## src/rtl/chacha20_stream_cipher_assert.svh

```systemverilog
// Assertion macros used by the ChaCha20 stream cipher top level.
`ifndef CHACHA20_STREAM_CIPHER_ASSERT_SVH
`define CHACHA20_STREAM_CIPHER_ASSERT_SVH

// Consequent must hold in the same cycle as the antecedent.
`define CC20_ASSERT_NOW(lbl, ante, cons) \
    lbl: assert property (@(posedge aclk) disable iff (!aresetn) (ante) |-> (cons)) \
        else $error("cc20 assertion failed");

// Consequent must hold in the cycle after the antecedent.
`define CC20_ASSERT_NEXT(lbl, ante, cons) \
    lbl: assert property (@(posedge aclk) disable iff (!aresetn) (ante) |=> (cons)) \
        else $error("cc20 assertion failed");

`endif

```

## src/rtl/cc20_pkg.sv

```systemverilog
// Types, constants and helper functions of the ChaCha20 stream cipher.
`timescale 1ns / 1ps

package cc20_pkg;

    localparam int DOUBLE_ROUNDS = 10;
    localparam int HALF_STEPS    = 4 * DOUBLE_ROUNDS;
    localparam int STEP_W        = $clog2(HALF_STEPS);
    localparam int CFG_IDX_W     = 3;
    localparam int CFG_DATA_W    = 64;

    localparam logic [31:0] SIGMA [4] = '{32'h61707865, 32'h3320646e,
                                          32'h79622d32, 32'h6b206574};

    typedef enum logic [CFG_IDX_W-1:0] {
        REG_KEY0     = 3'd0,
        REG_KEY1     = 3'd1,
        REG_KEY2     = 3'd2,
        REG_KEY3     = 3'd3,
        REG_NONCE_LO = 3'd4,
        REG_NONCE_HI = 3'd5,
        REG_INIT_CTR = 3'd6
    } cfg_index_t;

    typedef struct packed {
        logic [63:0] msg_chunk;
        logic [3:0]  valid_bytes;
        logic        last_chunk;
    } in_item_t;

    typedef struct packed {
        logic [63:0] cipher_chunk;
        logic [3:0]  out_valid_bytes;
        logic        out_last;
    } out_item_t;

    typedef struct packed {
        logic [31:0] a;
        logic [31:0] b;
        logic [31:0] c;
        logic [31:0] d;
    } quad_t;

    // Commands from the controller to the datapath.
    typedef struct packed {
        logic       capture;
        logic       load;
        logic       use_init_ctr;
        logic       half_step;
        logic       second_half;
        logic       diagonal;
        logic       finish;
        logic       emit;
        logic [2:0] chunk_idx;
    } cc20_cmd_t;

    // Status from the datapath to the controller.
    typedef struct packed {
        logic in_last;
    } cc20_status_t;

    function automatic logic [31:0] rotl32(input logic [31:0] x, input int n);
        rotl32 = (x << n) | (x >> (32 - n));
    endfunction

    // Half of a quarter round: two add-xor-rotate steps.
    function automatic quad_t qr_half(input quad_t q, input logic second);
        quad_t r;
        int    r1;
        int    r2;
        r1 = second ? 8 : 16;
        r2 = second ? 7 : 12;
        r.a = q.a + q.b;
        r.d = rotl32(q.d ^ r.a, r1);
        r.c = q.c + r.d;
        r.b = rotl32(q.b ^ r.c, r2);
        return r;
    endfunction

    // Byte mask for a valid count; counts above eight keep all bytes.
    function automatic logic [63:0] byte_mask(input logic [3:0] vb);
        logic [63:0] m;
        for (int i = 0; i < 8; i++) begin
            m[i*8 +: 8] = (vb > 4'(i)) ? 8'hff : 8'h00;
        end
        return m;
    endfunction

endpackage

```

## src/rtl/chacha20_stream_cipher.sv

```systemverilog
// Top level of the ChaCha20 stream cipher (RFC 8439, IETF variant).
`timescale 1ns / 1ps

// ChaCha20 XOR stream cipher: each item carries up to eight message bytes and
// comes back XORed with the keystream, bytes past the valid count zeroed.
// Encryption and decryption are the same. The key, nonce and initial counter
// are written through the cfg_we / cfg_index / cfg_wdata port (index 0-3 key
// parts, 4 nonce low, 5 nonce high, 6 initial counter). The user must write
// them only while the block is idle; the block itself does not enforce this.
// The block handles one item at a time. An item that starts a 64-byte
// keystream block goes through a load step, the half quarter rounds on four
// parallel quarter-round units, a feed-forward step and an output step. The
// other seven items of the block go straight to the output step. The output
// register lets a result wait for m_ready while the next item is already in
// work.

module chacha20_stream_cipher
    import cc20_pkg::*;
(
    input  logic                  aclk,
    input  logic                  aresetn,
    // configuration write port
    input  logic                  cfg_we,
    input  logic [CFG_IDX_W-1:0]  cfg_index,
    input  logic [CFG_DATA_W-1:0] cfg_wdata,
    // message items in
    input  logic                  s_valid,
    output logic                  s_ready,
    input  in_item_t              s_item,
    // cipher items out
    output logic                  m_valid,
    input  logic                  m_ready,
    output out_item_t             m_item
);

`include "chacha20_stream_cipher_assert.svh"

    cc20_cmd_t    cmd;
    cc20_status_t status;

    // Sequence load, rounds, feed-forward and output; track chunk position.
    cc20_ctrl u_ctrl (
        .aclk    (aclk),
        .aresetn (aresetn),
        .s_valid (s_valid),
        .s_ready (s_ready),
        .m_valid (m_valid),
        .m_ready (m_ready),
        .status  (status),
        .cmd     (cmd)
    );

    // Hold config, the working state, the keystream block and the item regs.
    cc20_dp u_dp (
        .aclk      (aclk),
        .aresetn   (aresetn),
        .cfg_we    (cfg_we),
        .cfg_index (cfg_index),
        .cfg_wdata (cfg_wdata),
        .s_item    (s_item),
        .cmd       (cmd),
        .status    (status),
        .m_item    (m_item)
    );

    // Only one item is in work: after an accept, ready must drop.
    `CC20_ASSERT_NEXT(a_one_in_flight, s_valid && s_ready, !s_ready)
    // A new result only appears from the output step, never from idle.
    `CC20_ASSERT_NOW(a_emit_not_idle, $rose(m_valid), !$past(s_ready))

endmodule

```

## src/rtl/cc20_ctrl.sv

```systemverilog
// Controller state machine of the ChaCha20 stream cipher.
`timescale 1ns / 1ps

module cc20_ctrl
    import cc20_pkg::*;
(
    input  logic         aclk,
    input  logic         aresetn,
    input  logic         s_valid,
    output logic         s_ready,
    output logic         m_valid,
    input  logic         m_ready,
    input  cc20_status_t status,
    output cc20_cmd_t    cmd
);

    typedef enum logic [4:0] {
        ST_IDLE   = 5'b00001,
        ST_LOAD   = 5'b00010,
        ST_ROUND  = 5'b00100,
        ST_FINISH = 5'b01000,
        ST_EMIT   = 5'b10000
    } state_t;

    state_t            state_reg, state_next;
    logic [STEP_W-1:0] step_reg, step_next;
    logic [2:0]        chunk_idx_reg, chunk_idx_next;
    logic              msg_start_reg, msg_start_next;
    logic              use_init_reg, use_init_next;
    logic              m_valid_reg, m_valid_next;

    always_comb begin
        state_next     = state_reg;
        step_next      = step_reg;
        chunk_idx_next = chunk_idx_reg;
        msg_start_next = msg_start_reg;
        use_init_next  = use_init_reg;
        m_valid_next   = m_valid_reg && !m_ready;
        cmd            = '0;
        cmd.chunk_idx  = chunk_idx_reg;
        cmd.use_init_ctr = use_init_reg;
        cmd.second_half  = step_reg[0];
        cmd.diagonal     = step_reg[1];
        unique case (state_reg)
            ST_IDLE: begin
                if (s_valid) begin
                    cmd.capture = 1'b1;
                    if (msg_start_reg) begin
                        chunk_idx_next = '0;
                        msg_start_next = 1'b0;
                        use_init_next  = 1'b1;
                        state_next     = ST_LOAD;
                    end else if (chunk_idx_reg == 3'd0) begin
                        use_init_next = 1'b0;
                        state_next    = ST_LOAD;
                    end else begin
                        state_next = ST_EMIT;
                    end
                end
            end
            ST_LOAD: begin
                cmd.load   = 1'b1;
                step_next  = '0;
                state_next = ST_ROUND;
            end
            ST_ROUND: begin
                cmd.half_step = 1'b1;
                if (step_reg == STEP_W'(HALF_STEPS - 1)) begin
                    state_next = ST_FINISH;
                end else begin
                    step_next = step_reg + 1'b1;
                end
            end
            ST_FINISH: begin
                cmd.finish = 1'b1;
                state_next = ST_EMIT;
            end
            ST_EMIT: begin
                if (!m_valid_reg || m_ready) begin
                    cmd.emit       = 1'b1;
                    m_valid_next   = 1'b1;
                    chunk_idx_next = chunk_idx_reg + 1'b1;
                    msg_start_next = status.in_last;
                    state_next     = ST_IDLE;
                end
            end
            default: state_next = ST_IDLE;
        endcase
    end

    always_ff @(posedge aclk) begin
        if (!aresetn) begin
            state_reg     <= ST_IDLE;
            step_reg      <= '0;
            chunk_idx_reg <= '0;
            msg_start_reg <= 1'b1;
            use_init_reg  <= 1'b0;
            m_valid_reg   <= 1'b0;
        end else begin
            state_reg     <= state_next;
            step_reg      <= step_next;
            chunk_idx_reg <= chunk_idx_next;
            msg_start_reg <= msg_start_next;
            use_init_reg  <= use_init_next;
            m_valid_reg   <= m_valid_next;
        end
    end

    assign s_ready = (state_reg == ST_IDLE);
    assign m_valid = m_valid_reg;

endmodule

```

## src/rtl/cc20_dp.sv

```systemverilog
// Datapath of the ChaCha20 stream cipher: registers, round logic, output.
`timescale 1ns / 1ps

module cc20_dp
    import cc20_pkg::*;
(
    input  logic                  aclk,
    input  logic                  aresetn,
    input  logic                  cfg_we,
    input  logic [CFG_IDX_W-1:0]  cfg_index,
    input  logic [CFG_DATA_W-1:0] cfg_wdata,
    input  in_item_t              s_item,
    input  cc20_cmd_t             cmd,
    output cc20_status_t          status,
    output out_item_t             m_item
);

    logic [63:0] key0_reg, key1_reg, key2_reg, key3_reg, nonce_lo_reg;
    logic [31:0] nonce_hi_reg, init_ctr_reg;
    logic [31:0] blk_cnt_reg, cnt_used_reg;
    in_item_t    in_reg;
    out_item_t   out_reg;
    logic [31:0] w_reg  [16];
    logic [31:0] ks_reg [16];
    logic [31:0] w_next [16];
    logic [31:0] init_w [16];
    logic [31:0] load_ctr;
    logic [3:0]  qa [4], qb [4], qc [4], qd [4];
    quad_t       qin [4], qout [4];
    logic [63:0] ks64;

    always_ff @(posedge aclk) begin
        if (!aresetn) begin
            key0_reg     <= '0;
            key1_reg     <= '0;
            key2_reg     <= '0;
            key3_reg     <= '0;
            nonce_lo_reg <= '0;
            nonce_hi_reg <= '0;
            init_ctr_reg <= '0;
        end else if (cfg_we) begin
            unique case (cfg_index)
                REG_KEY0:     key0_reg     <= cfg_wdata;
                REG_KEY1:     key1_reg     <= cfg_wdata;
                REG_KEY2:     key2_reg     <= cfg_wdata;
                REG_KEY3:     key3_reg     <= cfg_wdata;
                REG_NONCE_LO: nonce_lo_reg <= cfg_wdata;
                REG_NONCE_HI: nonce_hi_reg <= cfg_wdata[31:0];
                REG_INIT_CTR: init_ctr_reg <= cfg_wdata[31:0];
                default: ;
            endcase
        end
    end

    always_comb begin
        for (int i = 0; i < 4; i++) begin
            init_w[i] = SIGMA[i];
        end
        init_w[4]  = key0_reg[31:0];
        init_w[5]  = key0_reg[63:32];
        init_w[6]  = key1_reg[31:0];
        init_w[7]  = key1_reg[63:32];
        init_w[8]  = key2_reg[31:0];
        init_w[9]  = key2_reg[63:32];
        init_w[10] = key3_reg[31:0];
        init_w[11] = key3_reg[63:32];
        init_w[12] = cnt_used_reg;
        init_w[13] = nonce_lo_reg[31:0];
        init_w[14] = nonce_lo_reg[63:32];
        init_w[15] = nonce_hi_reg;
    end

    assign load_ctr = cmd.use_init_ctr ? init_ctr_reg : blk_cnt_reg;

    // Column or diagonal grouping of the four quarter rounds.
    always_comb begin
        for (int i = 0; i < 4; i++) begin
            qa[i] = {2'b00, 2'(i)};
            qb[i] = {2'b01, 2'(i + (cmd.diagonal ? 1 : 0))};
            qc[i] = {2'b10, 2'(i + (cmd.diagonal ? 2 : 0))};
            qd[i] = {2'b11, 2'(i + (cmd.diagonal ? 3 : 0))};
            qin[i].a = w_reg[qa[i]];
            qin[i].b = w_reg[qb[i]];
            qin[i].c = w_reg[qc[i]];
            qin[i].d = w_reg[qd[i]];
            qout[i]  = qr_half(qin[i], cmd.second_half);
        end
        for (int j = 0; j < 16; j++) begin
            w_next[j] = w_reg[j];
        end
        for (int i = 0; i < 4; i++) begin
            w_next[qa[i]] = qout[i].a;
            w_next[qb[i]] = qout[i].b;
            w_next[qc[i]] = qout[i].c;
            w_next[qd[i]] = qout[i].d;
        end
    end

    always_ff @(posedge aclk) begin
        if (cmd.load) begin
            for (int j = 0; j < 16; j++) begin
                w_reg[j] <= (j == 12) ? load_ctr : init_w[j];
            end
            cnt_used_reg <= load_ctr;
        end else if (cmd.half_step) begin
            for (int j = 0; j < 16; j++) begin
                w_reg[j] <= w_next[j];
            end
        end
        if (cmd.finish) begin
            for (int j = 0; j < 16; j++) begin
                ks_reg[j] <= w_reg[j] + init_w[j];
            end
        end
    end

    always_ff @(posedge aclk) begin
        if (!aresetn) begin
            blk_cnt_reg <= '0;
        end else if (cmd.finish) begin
            blk_cnt_reg <= cnt_used_reg + 32'd1;
        end
    end

    assign ks64 = {ks_reg[{cmd.chunk_idx, 1'b1}], ks_reg[{cmd.chunk_idx, 1'b0}]};

    always_ff @(posedge aclk) begin
        if (cmd.capture) begin
            in_reg <= s_item;
        end
        if (cmd.emit) begin
            out_reg.cipher_chunk    <= (in_reg.msg_chunk ^ ks64) & byte_mask(in_reg.valid_bytes);
            out_reg.out_valid_bytes <= in_reg.valid_bytes;
            out_reg.out_last        <= in_reg.last_chunk;
        end
    end

    assign status.in_last = in_reg.last_chunk;
    assign m_item         = out_reg;

endmodule

```

## config.mk

```make
export PLATFORM = sky130hd
export DESIGN_NAME = chacha20_stream_cipher
export DESIGN_NICKNAME = d
export VERILOG_FILES = /design/src/rtl/cc20_pkg.sv /design/src/rtl/chacha20_stream_cipher.sv /design/src/rtl/cc20_ctrl.sv /design/src/rtl/cc20_dp.sv
export VERILOG_INCLUDE_DIRS = /design/src /design/src/rtl
export SDC_FILE = /design/constraint.sdc
export NUM_CORES = 2
export LEC_CHECK = 0
export ABC_AREA = 1
export CAP_MARGIN = 10
export CELL_PAD_IN_SITES_DETAIL_PLACEMENT = 1
export CELL_PAD_IN_SITES_GLOBAL_PLACEMENT = 2
export CORE_MARGIN = 5
export CORE_UTILIZATION = 36
export CTS_BUF_LIST = sky130_fd_sc_hd__clkbuf_8
export CTS_CLUSTER_SIZE = 10
export DETAILED_ROUTE_END_ITERATION = 10
export DONT_BUFFER_PORTS = 1
export HOLD_SLACK_MARGIN = 0.02
export PLACE_DENSITY = 0.77
export REMOVE_ABC_BUFFERS = 1
export SYNTH_ARGS = -nofsm -noshare
export SYNTH_HDL_FRONTEND = slang
export SYNTH_SLANG_ARGS = --single-unit
```

## constraint.sdc

```tcl
create_clock -name aclk -period 16.7 [get_ports aclk]
set_clock_uncertainty 0.15 [all_clocks]
set_input_delay 0.835 -clock aclk [delete_from_list [all_inputs] [get_ports aclk]]
set_output_delay 0.835 -clock aclk [all_outputs]
set_load 0.02 [all_outputs]
```

==> Yosys cells after proc, flatten, opt, wreduce, memory -nomap -nowiden <==
Memories as Yosys holds them, arrays and structs flattened. A register that Yosys moved wholly into a read port is not among the register bits.
Cells that the tools add are included.
{ "word_totals": {"output_inout_bits": 71, "word_cells": 308, "ramBits": 1024, "n_memories": 2, "input_bits": 141, "ff_bits": 603} }
{ "op_classes": {"n_mux": 103, "addsub": 38, "reduce_logical": 33, "n_lt_le_gt_ge": 32, "n_eq_ne": 17, "n_shift": 16, "n_bitwise": 46} }
{ "memory_table": {"columns": ["memory", "depth", "word_bits", "rd", "rd_ports_with_merged_regs", "wr", "line", "source"], "rows": [
  ["u_dp.ks_reg", 16, 32, 2, 2, 16, "cc20_dp.sv:24", "logic [31:0] ks_reg [16];"],
  ["u_dp.w_reg", 16, 32, 28, 0, 16, "cc20_dp.sv:23", "logic [31:0] w_reg [16];"]
]} }
{ "ops": {"columns": ["operator", "n"], "rows": [
  ["$bwmux 512", 12],
  ["$demux 32 s4", 12],
  ["$mux 32", 29],
  ["$add 32x32->32", 20],
  ["$or 32x32->32", 8],
  ["$shr 32x32->32", 8],
  ["$xor 32x32->32", 8],
  ["$shl 32x32->32", 4],
  ["$add 32x31->32 const B", 3],
  ["$and 64x64->64", 1],
  ["$mux 8", 8],
  ["$shl 32x4->32", 2],
  ["$shl 32x5->32", 2],
  ["$sub 7x32->32 const A", 2],
  ["$xor 64x64->64", 1],
  ["$ge 5x5->1 const B", 12],
  ["$lt 5x1->1 const B", 12],
  ["$not 4->5", 8],
  ["$add 32x1->32 const B", 1],
  ["$add 32x30->32 const B", 1],
  ["$mux 5", 6],
  ["$pmux 5 s5", 1],
  ["$mux 1", 21],
  ["$mux 4", 5],
  ["34 further kinds", 98]
]} }

==> Logic depth before layout (Yosys ltp) <==
An unclocked memory read counts as a cell.
{ "depth": {"ltp_word": 23, "ltp_mapped": 40, "ltp_nobuf": 37} }

==> Cells and area by module <==
From an unflattened synthesis, not the netlist that was laid out.
{ "unflattened": {"cells_unflattened": 14269, "hier_area_um2": 110533.5} }
{ "modules_own_cells": {"columns": ["mod", "area_per_inst_um2", "cells_each", "seq_area_each_um2", "instances"], "rows": [
  ["cc20_dp", 109518.8, 14135, 44182.4, 1],
  ["cc20_ctrl", 1014.7, 134, 340.3, 1]
]} }

==> Worst setup path before layout <==
No wires, ideal clock.
{ "synth_path": {"path_kind": "register to register", "startpoint": "reg u_ctrl.state_reg[0]", "endpoint": "reg u_dp.blk_cnt_reg[4]", "arrival_ps": 15866, "required_ps": 16342, "setup_ps": 208, "slack_ps": 476, "path_buffers": 1, "synth_period_minus_slack_ps": 16224, "stages_incl_launch_ff": 7, "path_cell_list": "dfxtp_1 nor2_1 inv_1 nor4_2 clkbuf_1 o21ai_0 a21oi_1"} }
{ "synth_via": {"elab_chain_cells": 2} }
{ "synth_rtl": {"columns": ["item", "line", "source"], "rows": [
  ["from (decl)", "cc20_ctrl.sv:25", "state_t state_reg, state_next;"],
  ["from (signal assigned)", "cc20_ctrl.sv:100", "state_reg <= state_next;"],
  ["$eq 5x4->1", "cc20_ctrl.sv:44", "unique case (state_reg)"],
  ["$mux 1", "cc20_ctrl.sv:44", null],
  ["to (signal assigned)", "cc20_dp.sv:121", "blk_cnt_reg <= cnt_used_reg + 32'd1;"],
  ["to (decl)", "cc20_dp.sv:20", "logic [31:0] blk_cnt_reg, cnt_used_reg;"]
]} }
No other way between the ends.
A chain may end at the register's enable or synchronous reset.

==> summary.md <==
| Metric | Value |
|---|---|
| Synth Instances | approximately 14000 |
| Most common cell in the netlist | nand2_1 |
| Die Y | roughly 570 um |
| Yosys synthesis warning count | 0 |
| DRC Markers | 0 |
| Reg-to-reg endpoint | u_dp.w_reg[4][0]$_DFFE_PP_ |
| Startpoint Class | flip-flop |
| Critical path's slowest cell | xnor2_1 |
| Routability Congestion | 1.15 |
| Post-CTS sizing | 0 |
| Synthesized area | ~110000 um^2 |
| Nets | roughly 15000 |
| DR vias | between 100k and 150k |
| Reg2Reg Depth | 35 |
| Cell variety after synth | just over 70 |
| Ys async rst share | 0% |
| Average wire per standard cell | approximately 43 um |
| Vias/cell | roughly 6.4 |
| IO buf count | 0 |
| Max_cap viols | 4 |
| Initial antenna violation count | 141 |
| Max incr delay on CP | about 0.95 ns |
| CP required | about 18 ns |
| Yosys top cell area share | 32.2% |
| Final hold violation count | 0 |
| DR iter-0 viols | 20000 |
| Die X | 566 um |
| Status | finished with violations |
| Hold Startpoint | aresetn |
| CTS Sinks | 1630 |
| P_leak | around 53 nW |
| Critical path data arrival time | roughly 12 ns |
| Core Rows | just over 200 |
| Post-layout util | 40.5% |
| Final min period | 10.75 ns |
| Commonest cells post-synth | 3005 x nand2_1, 1803 x nor2_1, 1644 x o21ai_0, 1210 x inv_1, 1194 x edfxtp_1 |
| Worst setup EP type | flip-flop |
| Pre-CTS WS | between 6 and 7 ns |
| Area Overhead vs Synth | 12.3% |
| Synth Flop Type | edfxtp_1 |
| Post-CTS setup buffer count | 0 |
| Worst-skew pair later-pin latency | 1.19 ns |
| Max Slew Vio Count | 11 |
| Worst-Margin Slew | about 1.5 ns |
| Cts bufs inserted | roughly 320 |
| Cells on Worst Hold Path | 3 |
| Filler cells | between 30000 and 40000 |
| Max Clk Rate | roughly 0.093 GHz |
| Initial Util | 36.1% |
| GRT Residual Overflow | 0 |
| Worst min path class | in2reg |
| Syn Area/Cell | 7.71 um^2 |
| I/O pin count | roughly 210 |
| Vias in the first global route | about 110k |
| Seq cells post-synth | about 1600 |
| Die area | 320000 um^2 |
| First-pass GRT wire length | roughly 1100000 um |
| Clk buf depth | 4 |
| Core ar. | 308000 um^2 |
| Setup slack after layout | just under 6 ns |
| Worst path most repeated cell | nand2_1 |
| Crit path kind | reg2reg |
| Layout cell share with drive strength beyond 1 | under 10% |
| Setup TNS | 0 ns |
| Reg2Reg Setup Slack | roughly 6.0 ns |
| Routed wire length | between 800000 and 900000 um |
| Clk root buf | clkbuf_8 |
| Reg2reg start | u_ctrl.step_reg[1]$_SDFFE_PN0P_ |
| Peak supply drop | ~0.11 mV |
| Worst-path clk slew | approximately 0.07 ns |
| Final Cycle Share | about 64% |
| Power density cells | ~120 nW/um^2 |
| Number of synthesized flops with an enable pin | 1194 |
| TritonCTS clock tree | done |
| Reg area | about 45000 um^2 |
| Top cells by area, synth | edfxtp_1 32%, nand2_1 10%, dfxtp_1 7.9% |
| H-tree Lvls | 5 |
| Most area-hungry cell type in the Yosys netlist | edfxtp_1 |
| Min-Delay Endpoint | u_dp.key2_reg[19]$_SDFFE_PN0P_ |
| Final Setup Violations | 0 |
| Post-route ant nets | 0 |
| Violated checks | capacitance limit, slew limit |
| Total power | 14.5 mW |
| Area taken by multi-input logic gates | ~60000 um^2 |
| CP max FO | between 100 and 150 |
| Post-DP HPWL | ~660000 um |
| Largest net degree at the start of global routing | roughly 250 |
| Tot GR Track Use | 48.8% |
| RSZ-0062 raised after global routing | no |
| Worst slew margin | -2.90% |
| DR pass1 iterations | 8 |
| Sequential fraction of the synthesis area | approximately 40% |
## per-layer routing
| layer | global-route usage [%] | up-vias | part of all wire [%] |
|---|---|---|---|
| li1 | - | 49400 | - |
| met1 | 62.9 | 61100 | 39 |
| met2 | 65.0 | 9353 | 38 |
| met3 | 20.4 | 2139 | 14 |
| met4 | 34.8 | 54 | 9.0 |
| met5 | 0 | - | 0.046 |
## how the worst max path moves through the flow
stage	start	to	slack, ns	cells after the start
6_report	u_ctrl.step_reg[1]$_SDFFE_PN0P_	u_dp.w_reg[4][0]$_DFFE_PP_	5.95	35
5_1_grt	u_ctrl.step_reg[1]$_SDFFE_PN0P_	u_dp.w_reg[4][0]$_DFFE_PP_	6.07	35
4_1_cts	u_ctrl.step_reg[1]$_SDFFE_PN0P_	u_dp.w_reg[4][0]$_DFFE_PP_	6.49	35
3_5_place_dp	u_ctrl.step_reg[1]$_SDFFE_PN0P_	u_dp.w_reg[4][0]$_DFFE_PP_	6.55	35
3_3_place_gp	u_ctrl.step_reg[1]$_SDFFE_PN0P_	u_dp.w_reg[4][0]$_DFFE_PP_	6.62	35
2_1_floorplan	u_ctrl.state_reg[0]$_SDFFE_PN1P_	u_dp.blk_cnt_reg[1]$_SDFFE_PN0P_	-25.60	6
## metrics by stage
step	cells	instance area, um^2	hold WS (ns)
floorplan	13800	109000	0.274
CTS	18900	124000	0.0252
detailed placement	18200	116000	0.304
global route	19000	125000	0.0794
global placement	18200	116000	0.284
finish	19000	125000	0.0950
## final cells by class
cell class,instances,area share (%)
diodes,77,0.154
clock buffers,372,4.10
clock inverters,223,1.08
inverters,1223,3.72
multi-input cells,11000,48.1
flip-flops and latches,1630,35.7
well taps,4120,4.13
repair buffers,393,2.98
## cell families (layout without fill, tap and decap cells)
group	count (synthesis)	count (layout)	share of synthesized area (%)
xor gates and xnor gates	831	831	6.57
AOI/OAI and AO/OA	3260	3260	16.3
other	0	77	0
DFF	1630	1630	40.1
adders and majority gates	648	648	7.43
buffers and inverters	1787	2211	6.16
muxes	46	46	0.422
and+or+nand+nor	6210	6210	23.1
## cells in the final DEF, fill, tap and decap left out, drive strengths merged, types with 65 or more instances in the layout
| master | count |
|---|---|
| nand3 | 989 |
| xnor2 | 256 |
| xor2 | 575 |
| or2 | 116 |
| o22ai | 134 |
| nand4 | 90 |
| o21ai | 1854 |
| clkbuf | 375 |
| a21oi | 783 |
| dlygate4sd3 | 146 |
| a31oi | 104 |
| nor3 | 95 |
| buf | 244 |
| dfxtp | 436 |
| clkinv | 77 |
| inv | 1346 |
| edfxtp | 1194 |
| ha | 628 |
| nor2 | 1815 |
| a21o | 65 |
| diode | 77 |
| nand2 | 3027 |
## critical path: cells and delay by family, from the launching register on
kind / cells / cell delay [ns]
flip-flops: 1 / 0.63
XOR/XNOR: 2 / 1.72
adder cells (fa/ha/maj): 3 / 1.23
AO/OA/AOI/OAI: 4 / 1.25
AND/OR/NAND/NOR: 20 / 3.54
buffers and inverters: 6 / 1.74
## power breakdown
part | internal [mW] | switching (mW)
clock network | 2.23 | 2.15
registers | 4.60 | 0.226
logic | 1.13 | 4.22
total | 7.96 | 6.59
## repair_timing
item,CTS,global route
endpoints found under the hold margin,470,62
endpoints found under the setup margin,0,0
hold buffers,155,4
No activity file was read; power rests on OpenSTA's default activity.
